## config.mk

```make
export PLATFORM = sky130hd
export DESIGN_NAME = image_container_structure_checker_core
export DESIGN_NICKNAME = d
export VERILOG_FILES = /design/src/design/icsc_pkg.sv /design/src/design/icsc_rfifo.sv /design/src/design/image_container_structure_checker_core.sv
export SDC_FILE = /design/constraint.sdc
export NUM_CORES = 2
export LEC_CHECK = 0
export BUFFER_PORTS_ARGS = -buffer_cell sky130_fd_sc_hd__buf_2
export CAP_MARGIN = 25
export CORE_MARGIN = 5
export CORE_UTILIZATION = 36
export DETAILED_ROUTE_END_ITERATION = 8
export MAX_ROUTING_LAYER = met4
export SETUP_SLACK_MARGIN = 0.3
export SYNTH_ARGS = -nofsm -noshare
export SYNTH_HDL_FRONTEND = slang
export SYNTH_SLANG_ARGS = --single-unit
```

## constraint.sdc

```tcl
create_clock -name clk -period 23.8 [get_ports clk]
set_input_delay 4.76 -clock clk [delete_from_list [all_inputs] [get_ports clk]]
set_output_delay 4.76 -clock clk [all_outputs]
set_load 0.03 [all_outputs]
```

## src/design/icsc_pkg.sv

```systemverilog
// Shared types, codes and identifier tables for the image container structure checker.
package icsc_pkg;

  typedef enum logic [3:0] {
    PH_SIG0, PH_SIGJ, PH_SIGJ3, PH_SIGP, PH_JFF, PH_JMARK, PH_JLHI, PH_JLLO,
    PH_JSKIP, PH_JSKIPSCAN, PH_JSCAN, PH_TAIL, PH_PHDR, PH_PSKIP, PH_PCRC, PH_IGNORE
  } phase_t;

  localparam logic [1:0] FMT_UNKNOWN = 2'd0;
  localparam logic [1:0] FMT_JPEG    = 2'd1;
  localparam logic [1:0] FMT_PNG     = 2'd2;

  localparam logic [2:0] CLS_NONE    = 3'd0;
  localparam logic [2:0] CLS_EXIF    = 3'd1;
  localparam logic [2:0] CLS_XMP     = 3'd2;
  localparam logic [2:0] CLS_ICC     = 3'd3;
  localparam logic [2:0] CLS_COMMENT = 3'd4;
  localparam logic [2:0] CLS_TEXT    = 3'd5;

  localparam logic [2:0] ST_CLEAN    = 3'd0;
  localparam logic [2:0] ST_TRAILING = 3'd1;
  localparam logic [2:0] ST_NO_IEND  = 3'd2;
  localparam logic [2:0] ST_UNKNOWN  = 3'd3;
  localparam logic [2:0] ST_ANOMALY  = 3'd4;

  localparam logic [7:0] MK_EOI  = 8'hD9;
  localparam logic [7:0] MK_SOI  = 8'hD8;
  localparam logic [7:0] MK_SOS  = 8'hDA;
  localparam logic [7:0] MK_APP1 = 8'hE1;
  localparam logic [7:0] MK_APP2 = 8'hE2;
  localparam logic [7:0] MK_COM  = 8'hFE;
  localparam logic [7:0] MK_RST0 = 8'hD0;
  localparam logic [7:0] MK_RST7 = 8'hD7;

  localparam logic [31:0] T_EXIF = 32'h65584966;
  localparam logic [31:0] T_TEXT = 32'h74455874;
  localparam logic [31:0] T_ITXT = 32'h69545874;
  localparam logic [31:0] T_ZTXT = 32'h7A545874;
  localparam logic [31:0] T_ICCP = 32'h69434350;
  localparam logic [31:0] T_IEND = 32'h49454E44;

  typedef struct packed {
    logic        kind;
    logic [1:0]  fmt;
    logic [31:0] code;
    logic [31:0] offset;
    logic [31:0] length;
    logic [2:0]  cls;
    logic        meta;
    logic        endf;
    logic [31:0] tail;
    logic [2:0]  status;
    logic        last;
  } result_t;

  function automatic logic [7:0] png_sig_byte(input logic [2:0] i);
    logic [7:0] v;
    case (i)
      3'd0: v = 8'h89;
      3'd1: v = 8'h50;
      3'd2: v = 8'h4E;
      3'd3: v = 8'h47;
      3'd4: v = 8'h0D;
      3'd5: v = 8'h0A;
      3'd6: v = 8'h1A;
      default: v = 8'h0A;
    endcase
    return v;
  endfunction

  function automatic logic [7:0] exif_char(input logic [1:0] i);
    logic [7:0] v;
    case (i)
      2'd0: v = 8'h45;
      2'd1: v = 8'h78;
      2'd2: v = 8'h69;
      default: v = 8'h66;
    endcase
    return v;
  endfunction

  function automatic logic [7:0] http_char(input logic [1:0] i);
    logic [7:0] v;
    case (i)
      2'd0: v = 8'h68;
      2'd1: v = 8'h74;
      2'd2: v = 8'h74;
      default: v = 8'h70;
    endcase
    return v;
  endfunction

  function automatic logic [7:0] icc_char(input logic [3:0] i);
    logic [7:0] v;
    case (i)
      4'd0: v = 8'h49;
      4'd1: v = 8'h43;
      4'd2: v = 8'h43;
      4'd3: v = 8'h5F;
      4'd4: v = 8'h50;
      4'd5: v = 8'h52;
      4'd6: v = 8'h4F;
      4'd7: v = 8'h46;
      4'd8: v = 8'h49;
      4'd9: v = 8'h4C;
      default: v = 8'h45;
    endcase
    return v;
  endfunction

endpackage

```

## src/design/icsc_rfifo.sv

```systemverilog
// Four-entry result queue that takes up to two results a cycle and gives one.
module icsc_rfifo
  import icsc_pkg::*;
(
  input  logic       clk,
  input  logic       rst_n,
  input  logic [1:0] push_cnt,
  input  result_t    push0,
  input  result_t    push1,
  input  logic       pop,
  output logic       can_take_two,
  output logic       not_empty,
  output result_t    head
);

  result_t    mem_r [4];
  logic [1:0] wr_r, rd_r;
  logic [2:0] cnt_r;
  logic       do_pop;

  assign not_empty    = (cnt_r != 3'd0);
  assign can_take_two = (cnt_r <= 3'd2);
  assign do_pop       = pop && not_empty;
  assign head         = mem_r[rd_r];

  always_ff @(posedge clk) begin
    if (push_cnt != 2'd0) begin
      mem_r[wr_r] <= push0;
    end
    if (push_cnt == 2'd2) begin
      mem_r[wr_r + 2'd1] <= push1;
    end
  end

  always_ff @(posedge clk) begin
    if (!rst_n) begin
      wr_r  <= 2'd0;
      rd_r  <= 2'd0;
      cnt_r <= 3'd0;
    end else begin
      wr_r  <= wr_r + push_cnt;
      rd_r  <= rd_r + {1'b0, do_pop};
      cnt_r <= cnt_r + {1'b0, push_cnt} - {2'b0, do_pop};
    end
  end

`ifndef SYNTHESIS
  a_no_overflow: assert property (@(posedge clk) disable iff (!rst_n)
    cnt_r <= 3'd4) else $error("result queue overflow");
  a_push_room: assert property (@(posedge clk) disable iff (!rst_n)
    (push_cnt != 2'd0) |-> can_take_two) else $error("push without room");
  a_pop_count: assert property (@(posedge clk) disable iff (!rst_n)
    (do_pop && push_cnt == 2'd0) |=> cnt_r == $past(cnt_r) - 3'd1)
    else $error("pop did not reduce fill");
`endif

endmodule

```

## src/design/image_container_structure_checker_core.sv

```systemverilog
// Top level of the image container structure checker: byte walker and result queue.
// Takes one file byte per cycle and walks JPEG marker segments or PNG chunks, giving one
// request per segment or chunk header and a final report on the byte flagged last; a byte
// gives at most two results. The parser state registers are updated in the same cycle as
// the byte is taken, and its results go to a four-entry queue. A byte is taken whenever
// the queue has room for two results, so the sustained rate is one byte per cycle while
// the output side takes a result every cycle, and falls to the output rate when bytes give
// more results than are drained.
module image_container_structure_checker_core
  import icsc_pkg::*;
#(
  parameter int OFFSET_BITS = 32
)(
  input  logic         clk,
  input  logic         rst_n,
  input  logic         in_tvalid,
  output logic         in_tready,
  input  logic [7:0]   in_tdata,   // [7:0] data_byte
  input  logic         in_tlast,   // is_last
  output logic         out_tvalid,
  input  logic         out_tready,
  output logic [143:0] out_tdata,  // file_format, segment_code, segment_offset,
                                   // segment_length, meta_class, metadata_present,
                                   // end_marker_found, trailing_count, report_status
  output logic         out_tuser,  // event_kind
  output logic         out_tlast   // run_last
);

  localparam int WB = (OFFSET_BITS > 32) ? OFFSET_BITS : 32;

  phase_t                 phase_r, phase_nxt;
  logic [1:0]             fmt_r, fmt_nxt;
  logic [OFFSET_BITS-1:0] pos_r, pos_nxt, start_r, start_nxt, poff_r, poff_nxt;
  logic [31:0]            hdr_r, hdr_nxt, len_r, len_nxt, tail_r, tail_nxt;
  logic [32:0]            skip_r, skip_nxt;
  logic [2:0]             ident_r, ident_nxt, hidx_r, hidx_nxt;
  logic [7:0]             prev_r, prev_nxt, pcode_r, pcode_nxt;
  logic [15:0]            plen_r, plen_nxt;
  logic [4:0]             prel_r, prel_nxt, ptgt_r, ptgt_nxt;
  logic                   meta_r, meta_nxt, end_r, end_nxt, anom_r, anom_nxt;
  logic                   pend_r, pend_nxt;

  logic       acc;
  logic [1:0] n_ev;
  result_t    ev0, ev1, head;
  logic       room;

  assign acc = in_tvalid && in_tready;
  assign in_tready = room;

  function automatic logic [31:0] sat_off(input logic [OFFSET_BITS-1:0] v);
    logic [WB-1:0] e;
    e = WB'(v);
    return (e > WB'(32'hFFFFFFFF)) ? 32'hFFFFFFFF : e[31:0];
  endfunction

  always_comb begin
    logic [7:0]  b;
    logic [4:0]  rel, ii;
    logic [2:0]  cls;
    logic [2:0]  st;
    logic [7:0]  mk;
    logic [15:0] jl;
    phase_t      ph;
    result_t     ev [2];
    logic        nidx;

    b = in_tdata; rel = '0; ii = '0; cls = CLS_NONE; st = ST_CLEAN; mk = '0; jl = '0;
    ph = phase_r; ev[0] = '0; ev[1] = '0; nidx = 1'b0;
    phase_nxt = phase_r; fmt_nxt = fmt_r; pos_nxt = pos_r; start_nxt = start_r;
    poff_nxt = poff_r; hdr_nxt = hdr_r; len_nxt = len_r; tail_nxt = tail_r;
    skip_nxt = skip_r; ident_nxt = ident_r; hidx_nxt = hidx_r; prev_nxt = prev_r;
    pcode_nxt = pcode_r; plen_nxt = plen_r; prel_nxt = prel_r; ptgt_nxt = ptgt_r;
    meta_nxt = meta_r; end_nxt = end_r; anom_nxt = anom_r; pend_nxt = pend_r;
    n_ev = 2'd0;

    if (acc) begin
      // Held APP1/APP2 event: match identifier bytes until the decision point.
      if (pend_r) begin
        rel = prel_r + 5'd1;
        prel_nxt = rel;
        if (rel >= 5'd4) begin
          ii = rel - 5'd4;
          if (ii < 5'd4 && b != exif_char(ii[1:0])) ident_nxt[0] = 1'b0;
          if (ii < 5'd4 && b != http_char(ii[1:0])) ident_nxt[1] = 1'b0;
          if (ii < 5'd11 && b != icc_char(ii[3:0])) ident_nxt[2] = 1'b0;
        end
        if (rel == ptgt_r) begin
          cls = CLS_NONE;
          if (ptgt_r == 5'd8) begin
            if (ident_nxt[0]) begin
              cls = CLS_EXIF; meta_nxt = 1'b1;
            end else if (ident_nxt[1]) begin
              cls = CLS_XMP;
            end
          end else if (ident_nxt[2]) begin
            cls = CLS_ICC;
          end
          ev[nidx] = '{kind: 1'b0, fmt: fmt_nxt, code: {24'b0, pcode_r},
                       offset: sat_off(poff_r), length: {16'b0, plen_r}, cls: cls,
                       default: '0};
          nidx = 1'b1; n_ev = 2'd1;
          pend_nxt = 1'b0;
        end
      end

      if (ph == PH_SIGJ3) begin
        fmt_nxt = FMT_JPEG; ph = PH_JFF; phase_nxt = PH_JFF;
      end

      case (ph)
        PH_SIG0: begin
          if (b == 8'hFF) phase_nxt = PH_SIGJ;
          else if (b == 8'h89) phase_nxt = PH_SIGP;
          else phase_nxt = PH_IGNORE;
        end
        PH_SIGJ: phase_nxt = (b == MK_SOI) ? PH_SIGJ3 : PH_IGNORE;
        PH_SIGP: begin
          if (pos_r > OFFSET_BITS'(7) || b != png_sig_byte(pos_r[2:0])) begin
            phase_nxt = PH_IGNORE;
          end else if (pos_r == OFFSET_BITS'(7)) begin
            fmt_nxt = FMT_PNG; phase_nxt = PH_PHDR; hidx_nxt = 3'd0;
          end
        end
        PH_JFF: begin
          if (!in_tlast) begin
            if (b != 8'hFF) begin
              anom_nxt = 1'b1; phase_nxt = PH_IGNORE;
            end else begin
              start_nxt = pos_r; phase_nxt = PH_JMARK;
            end
          end
        end
        PH_JMARK: begin
          if (b == MK_EOI) begin
            end_nxt = 1'b1; phase_nxt = PH_TAIL;
          end else if (b == MK_SOI || (b >= MK_RST0 && b <= MK_RST7) || b == 8'h00) begin
            phase_nxt = PH_JFF;
          end else begin
            hdr_nxt = {24'b0, b}; phase_nxt = PH_JLHI;
          end
        end
        PH_JLHI: begin
          len_nxt = {16'b0, b, 8'b0}; phase_nxt = PH_JLLO;
        end
        PH_JLLO: begin
          jl = {len_r[15:8], b};
          len_nxt = {16'b0, jl};
          mk = hdr_r[7:0];
          if (mk == MK_APP1 && jl >= 16'd6) begin
            pend_nxt = 1'b1; ptgt_nxt = 5'd8; ident_nxt = 3'b011;
            prel_nxt = 5'd3; pcode_nxt = mk; poff_nxt = start_r; plen_nxt = jl;
          end else if (mk == MK_APP2 && jl >= 16'd13) begin
            pend_nxt = 1'b1; ptgt_nxt = 5'd16; ident_nxt = 3'b100;
            prel_nxt = 5'd3; pcode_nxt = mk; poff_nxt = start_r; plen_nxt = jl;
          end else begin
            ev[nidx] = '{kind: 1'b0, fmt: fmt_nxt, code: {24'b0, mk},
                         offset: sat_off(start_r), length: {16'b0, jl},
                         cls: (mk == MK_COM) ? CLS_COMMENT : CLS_NONE, default: '0};
            nidx = 1'b1; n_ev = n_ev + 2'd1;
          end
          if (jl < 16'd2) begin
            anom_nxt = 1'b1; phase_nxt = PH_IGNORE;
          end else begin
            skip_nxt = {17'b0, jl - 16'd2};
            if (mk == MK_SOS) begin
              prev_nxt = 8'h00;
              phase_nxt = (jl != 16'd2) ? PH_JSKIPSCAN : PH_JSCAN;
            end else begin
              phase_nxt = (jl != 16'd2) ? PH_JSKIP : PH_JFF;
            end
          end
        end
        PH_JSKIP: begin
          skip_nxt = skip_r - 33'd1;
          if (skip_r == 33'd1) phase_nxt = PH_JFF;
        end
        PH_JSKIPSCAN: begin
          skip_nxt = skip_r - 33'd1;
          if (skip_r == 33'd1) begin
            prev_nxt = 8'h00; phase_nxt = PH_JSCAN;
          end
        end
        PH_JSCAN: begin
          if (prev_r == 8'hFF && b == MK_EOI) begin
            end_nxt = 1'b1; phase_nxt = PH_TAIL;
          end else begin
            prev_nxt = b;
          end
        end
        PH_TAIL: begin
          if (tail_r != 32'hFFFFFFFF) tail_nxt = tail_r + 32'd1;
        end
        PH_PHDR: begin
          if (hidx_r == 3'd0) start_nxt = pos_r;
          if (hidx_r < 3'd4) len_nxt = {len_r[23:0], b};
          else hdr_nxt = {hdr_r[23:0], b};
          hidx_nxt = hidx_r + 3'd1;
          // Eighth header byte: the chunk type is complete.
          if (hidx_r == 3'd7) begin
            cls = CLS_NONE;
            if (hdr_nxt == T_EXIF) begin
              cls = CLS_EXIF; meta_nxt = 1'b1;
            end else if (hdr_nxt == T_TEXT || hdr_nxt == T_ITXT || hdr_nxt == T_ZTXT) begin
              cls = CLS_TEXT; meta_nxt = 1'b1;
            end else if (hdr_nxt == T_ICCP) begin
              cls = CLS_ICC;
            end
            ev[nidx] = '{kind: 1'b0, fmt: fmt_nxt, code: hdr_nxt,
                         offset: sat_off(start_r), length: len_r, cls: cls, default: '0};
            nidx = 1'b1; n_ev = n_ev + 2'd1;
            if (hdr_nxt == T_IEND) begin
              end_nxt = 1'b1; skip_nxt = 33'd4; phase_nxt = PH_PCRC;
            end else begin
              skip_nxt = {1'b0, len_r} + 33'd4; phase_nxt = PH_PSKIP;
            end
          end
        end
        PH_PSKIP: begin
          skip_nxt = skip_r - 33'd1;
          if (skip_r == 33'd1) begin
            phase_nxt = PH_PHDR; hidx_nxt = 3'd0;
          end
        end
        PH_PCRC: begin
          skip_nxt = skip_r - 33'd1;
          if (skip_r == 33'd1) phase_nxt = PH_TAIL;
        end
        default: ;
      endcase

      if (pos_r != '1) pos_nxt = pos_r + OFFSET_BITS'(1);

      if (in_tlast) begin
        if (pend_nxt) begin
          ev[nidx] = '{kind: 1'b0, fmt: fmt_nxt, code: {24'b0, pcode_nxt},
                       offset: sat_off(poff_nxt), length: {16'b0, plen_nxt},
                       cls: CLS_NONE, default: '0};
          nidx = 1'b1; n_ev = n_ev + 2'd1;
        end
        if (fmt_nxt == FMT_UNKNOWN) st = ST_UNKNOWN;
        else if (anom_nxt) st = ST_ANOMALY;
        else if (end_nxt && tail_nxt != 32'd0) st = ST_TRAILING;
        else if (fmt_nxt == FMT_PNG && !end_nxt) st = ST_NO_IEND;
        else st = ST_CLEAN;
        ev[nidx] = '{kind: 1'b1, fmt: fmt_nxt, meta: meta_nxt, endf: end_nxt,
                     tail: tail_nxt, status: st, default: '0};
        n_ev = n_ev + 2'd1;
        // A new file starts with the next byte.
        phase_nxt = PH_SIG0; fmt_nxt = FMT_UNKNOWN; pos_nxt = '0; start_nxt = '0;
        poff_nxt = '0; hdr_nxt = '0; len_nxt = '0; tail_nxt = '0; skip_nxt = '0;
        ident_nxt = '0; hidx_nxt = '0; prev_nxt = '0; pcode_nxt = '0; plen_nxt = '0;
        prel_nxt = '0; ptgt_nxt = '0; meta_nxt = 1'b0; end_nxt = 1'b0;
        anom_nxt = 1'b0; pend_nxt = 1'b0;
      end
    end

    if (n_ev == 2'd1) ev[0].last = 1'b1;
    if (n_ev == 2'd2) ev[1].last = 1'b1;
    ev0 = ev[0];
    ev1 = ev[1];
  end

  always_ff @(posedge clk) begin
    if (!rst_n) begin
      phase_r <= PH_SIG0; fmt_r <= FMT_UNKNOWN; pos_r <= '0; start_r <= '0;
      poff_r <= '0; hdr_r <= '0; len_r <= '0; tail_r <= '0; skip_r <= '0;
      ident_r <= '0; hidx_r <= '0; prev_r <= '0; pcode_r <= '0; plen_r <= '0;
      prel_r <= '0; ptgt_r <= '0; meta_r <= 1'b0; end_r <= 1'b0;
      anom_r <= 1'b0; pend_r <= 1'b0;
    end else begin
      phase_r <= phase_nxt; fmt_r <= fmt_nxt; pos_r <= pos_nxt; start_r <= start_nxt;
      poff_r <= poff_nxt; hdr_r <= hdr_nxt; len_r <= len_nxt; tail_r <= tail_nxt;
      skip_r <= skip_nxt; ident_r <= ident_nxt; hidx_r <= hidx_nxt; prev_r <= prev_nxt;
      pcode_r <= pcode_nxt; plen_r <= plen_nxt; prel_r <= prel_nxt; ptgt_r <= ptgt_nxt;
      meta_r <= meta_nxt; end_r <= end_nxt; anom_r <= anom_nxt; pend_r <= pend_nxt;
    end
  end

  icsc_rfifo u_rfifo (
    .clk          (clk),
    .rst_n        (rst_n),
    .push_cnt     (n_ev),
    .push0        (ev0),
    .push1        (ev1),
    .pop          (out_tready),
    .can_take_two (room),
    .not_empty    (out_tvalid),
    .head         (head)
  );

  assign out_tuser = head.kind;
  assign out_tlast = head.last;
  assign out_tdata = {6'b0, head.status, head.tail, head.endf, head.meta, head.cls,
                      head.length, head.offset, head.code, head.fmt};

`ifndef SYNTHESIS
  a_last_gives_report: assert property (@(posedge clk) disable iff (!rst_n)
    (acc && in_tlast) |-> (n_ev != 2'd0)) else $error("last byte without report");
  a_last_restarts: assert property (@(posedge clk) disable iff (!rst_n)
    (acc && in_tlast) |=> (phase_r == PH_SIG0 && !pend_r && fmt_r == FMT_UNKNOWN))
    else $error("walker not restarted after last byte");
  a_hold_window: assert property (@(posedge clk) disable iff (!rst_n)
    pend_r |-> (prel_r < ptgt_r)) else $error("held event past its decision point");
`endif

endmodule

```

==> out/results.ini <==
[global_routing]
grt_pass1_vias = 32860
overflow = 0
grt.total_usage_pct = 20.65
grt_start_max_net_pins = 141
antenna_found_initial = 8
grt_pass1_wl_mm = 205.8

[clocking]
postCtsHoldBufs = 0
worst_skew_pair.late_latency_ps = 700
cts_sinks = 847
htreeDepth = 3
cts_resized = 0
cts-buffers-inserted = 90
cts_tree = built
cts.path.max_buffers = 3
postCtsSetupBuffers = 0
clk_pin_slew_ps = 60
cts_root_buf = clkbuf_16

[timing]
setup_violations = 0
clock.fmax_mhz = 101.5
slew_headroom_pct = 24.35
layout_min_cycle_time_ps = 9851
worst_slew_pin_slew_ps = 1126
finalMaxSlewViolations = 0
grt_setup_unrepaired = no
skew_ps = 46.32
fin_crit_sh_pct = 41.39
final.setup.tns_ps = 0
hold_viol = 0

[critical_path]
slowest_delay_ps = 860
cpMostUsedCell = o21ai_0
critPathKind = primary input to flop
path_cells = buf_2 > or3_1 > or4_1 > o21ai_2 > ha_1 > nand2_1 > nor3_1 > o21ai_0 > a211oi_2 > nor3_2 > nor2_4 > buf_4 > o21ai_0
end_kind = flop
crit_required_ps = 24170
cp-start-kind = primary input
cp_max_fo = 90
worstPathArrival_ps = 10220
cpMaxStageDelayCell = buf_4

[outcome]
outcome = finished clean

[layout]
layout-drive-gt1-share_pct = 14.17
areaGrowthSynthToFinish_pct = 11.62
finalNonFillerCells = 5902
layout.nets = 4240

[drt]
drt_iter0_markers = 3669
dr_total_vias = 34200
met3WireLength_mm = 10.77
met2_length_mm = 62.92
drt-met1-wl_mm = 58.38
top_layer_used = met4
routed_wl_mm = 135.7
drc = 0
drt_first_pass_iters = 7
drt.antenna.violating_nets = 0
viasPerCell = 5.794
wire_per_inst_um = 22.99

[logic_synthesis]
synth_cells = 4266
yosys_warnings = 0
synthTopCellsByArea = edfxtp_1 38%, dfxtp_1 13%, mux4_2 7.1%, nand3_1 4.3%, nor2_1 4.2%
synth_top_area_share_pct = 38.01
syn_area_um2 = 44240
synth_top_flop_cell = edfxtp_1
synth-compound-area-share_pct = 12.90
syn-mean-instance-area_um2 = 10.37
async_flop_share_pct = 0
synthXorXnorAreaFrac_pct = 2.955
yosys.area_share.simple_pct = 18.91
muxShareOfSynthArea_pct = 8.934
synthAdderAreaFrac_pct = 0.9502
ys_seq_elements = 847
ys_types = 100
ys_seq_area_share_pct = 50.99
synth_common_cells = 560 x edfxtp_1, 499 x nor2_1, 380 x nand3_1
yosysMostFrequentCell = edfxtp_1
yosysTopAreaCell = edfxtp_1
synth_top_family_by_area = simple AND/OR/NAND/NOR gates
synth_edf_count = 560

[floorplan]
coreArea_um2 = 121900
start_util_pct = 36.30
die_area_um2 = 130000
rows = 128
die_w_um = 360.6
die_y_um = 360.6
io_pins = 161

[placement]
place_hpwl_mm = 82.01
place_inst = 5722
numPortBuffers = 154
gp_congestion = 0.9356

[run]
cap_violations = 0

[power_and_ir_drop]
power.density_nw_per_um2 = 81.58
p_leak_nw = 15.68
peakVddDrop_mv = 0.05930

[min_path]
hold_path_class = flop to flop

## sequential cells by signal, summed over array words and instances (netlist names), 4 cells and up
signal         count
prev_r             8
tail_r            32
hdr_r             32
start_r           32
poff_r            32
prel_r             5
pos_r             32
skip_r            33
u_rfifo.mem_r    560
phase_r            4
pcode_r            8
plen_r            16
len_r             32
## report_power, final
group,switching [mW],internal (mW)
registers,0.0443,1.61
clock network,0.616,0.837
logic,0.610,0.309
total,1.27,2.76
## per-stage QoR
| step | instance area [µm²] | hold WS (ps) | setup slack (ps) | util (%) | total power [mW] |
|---|---|---|---|---|---|
| final | 49390 | 483.2 | 13950 | 40.52 | 4.029 |
| after global placement | 46140 | 458.4 | 13590 | 37.86 | 2.615 |
| after CTS | 49270 | 480.1 | 14050 | 40.42 | 4.067 |
| after global routing | 49380 | 501.6 | 13630 | 40.52 | 4.179 |
| after detailed placement | 46190 | 470.9 | 13310 | 37.90 | 2.620 |
| after floorplan | 44260 | 441.3 | 5315 | - | 2.334 |
## cell families after synthesis
| family | Yosys count |
|---|---|
| other | 1 |
| and+or+nand+nor | 1716 |
| muxes | 216 |
| xor gates and xnor gates | 146 |
| DFF | 847 |
| AOI/OAI and AO/OA | 859 |
| adders and majority gates | 33 |
| buffers and inverters | 448 |
## area by class of cell
cell class,count,area [µm²]
fill,11660,72490
sequential,847,22570
multi-input combinational,2976,20020
clock buffer,132,2614
tap,1625,2033
timing repair buffer,230,1483
clock inverter,37,467.9
inverter,49,183.9
antenna,6,15.01
## final timing paths
path / start / endpoint / cells after the start / slack [ps]
max: in_tdata[4] / u_rfifo.mem_r[0][94] / 13 / 13950
min: prev_r[2] / prev_r[2] / 2 / 480
max reg2reg: prel_r[0] / u_rfifo.mem_r[0][94] / 12 / 17280
min reg2reg: prev_r[2] / prev_r[2] / 2 / 480
## cell usage in the layout (no fill, tap or decap), types with 39 or more instances in the layout
cell type	n
a21boi_0	79
a21oi_1	93
a22oi_1	128
and2_1	52
buf_2	153
buf_4	67
clkbuf_16	93
dfxtp_1	284
edfxtp_1	560
inv_1	42
mux2i_1	54
mux4_2	140
nand2_1	330
nand3_1	380
nand4_1	39
nor2_1	495
nor2b_1	148
nor3_1	56
o21ai_0	269
xnor2_1	74
xor2_1	70
## layer usage
| layer | up-vias | global-route usage (%) |
|---|---|---|
| li1 | 15600 | - |
| met1 | 16980 | 27.80 |
| met2 | 1390 | 32.32 |
| met3 | 235 | 3.403 |
| met4 | 0 | 6.161 |
| met5 | - | - |
## worst max-delay path: cells and delay by family
| kind | cells | cell delay (ps) |
|---|---|---|
| simple gates | 6 | 2630 |
| compound gates | 4 | 1370 |
| buf+inv | 2 | 1110 |
| fa+ha+maj | 1 | 210 |
Note: power is estimated with default switching activity, not from simulation.
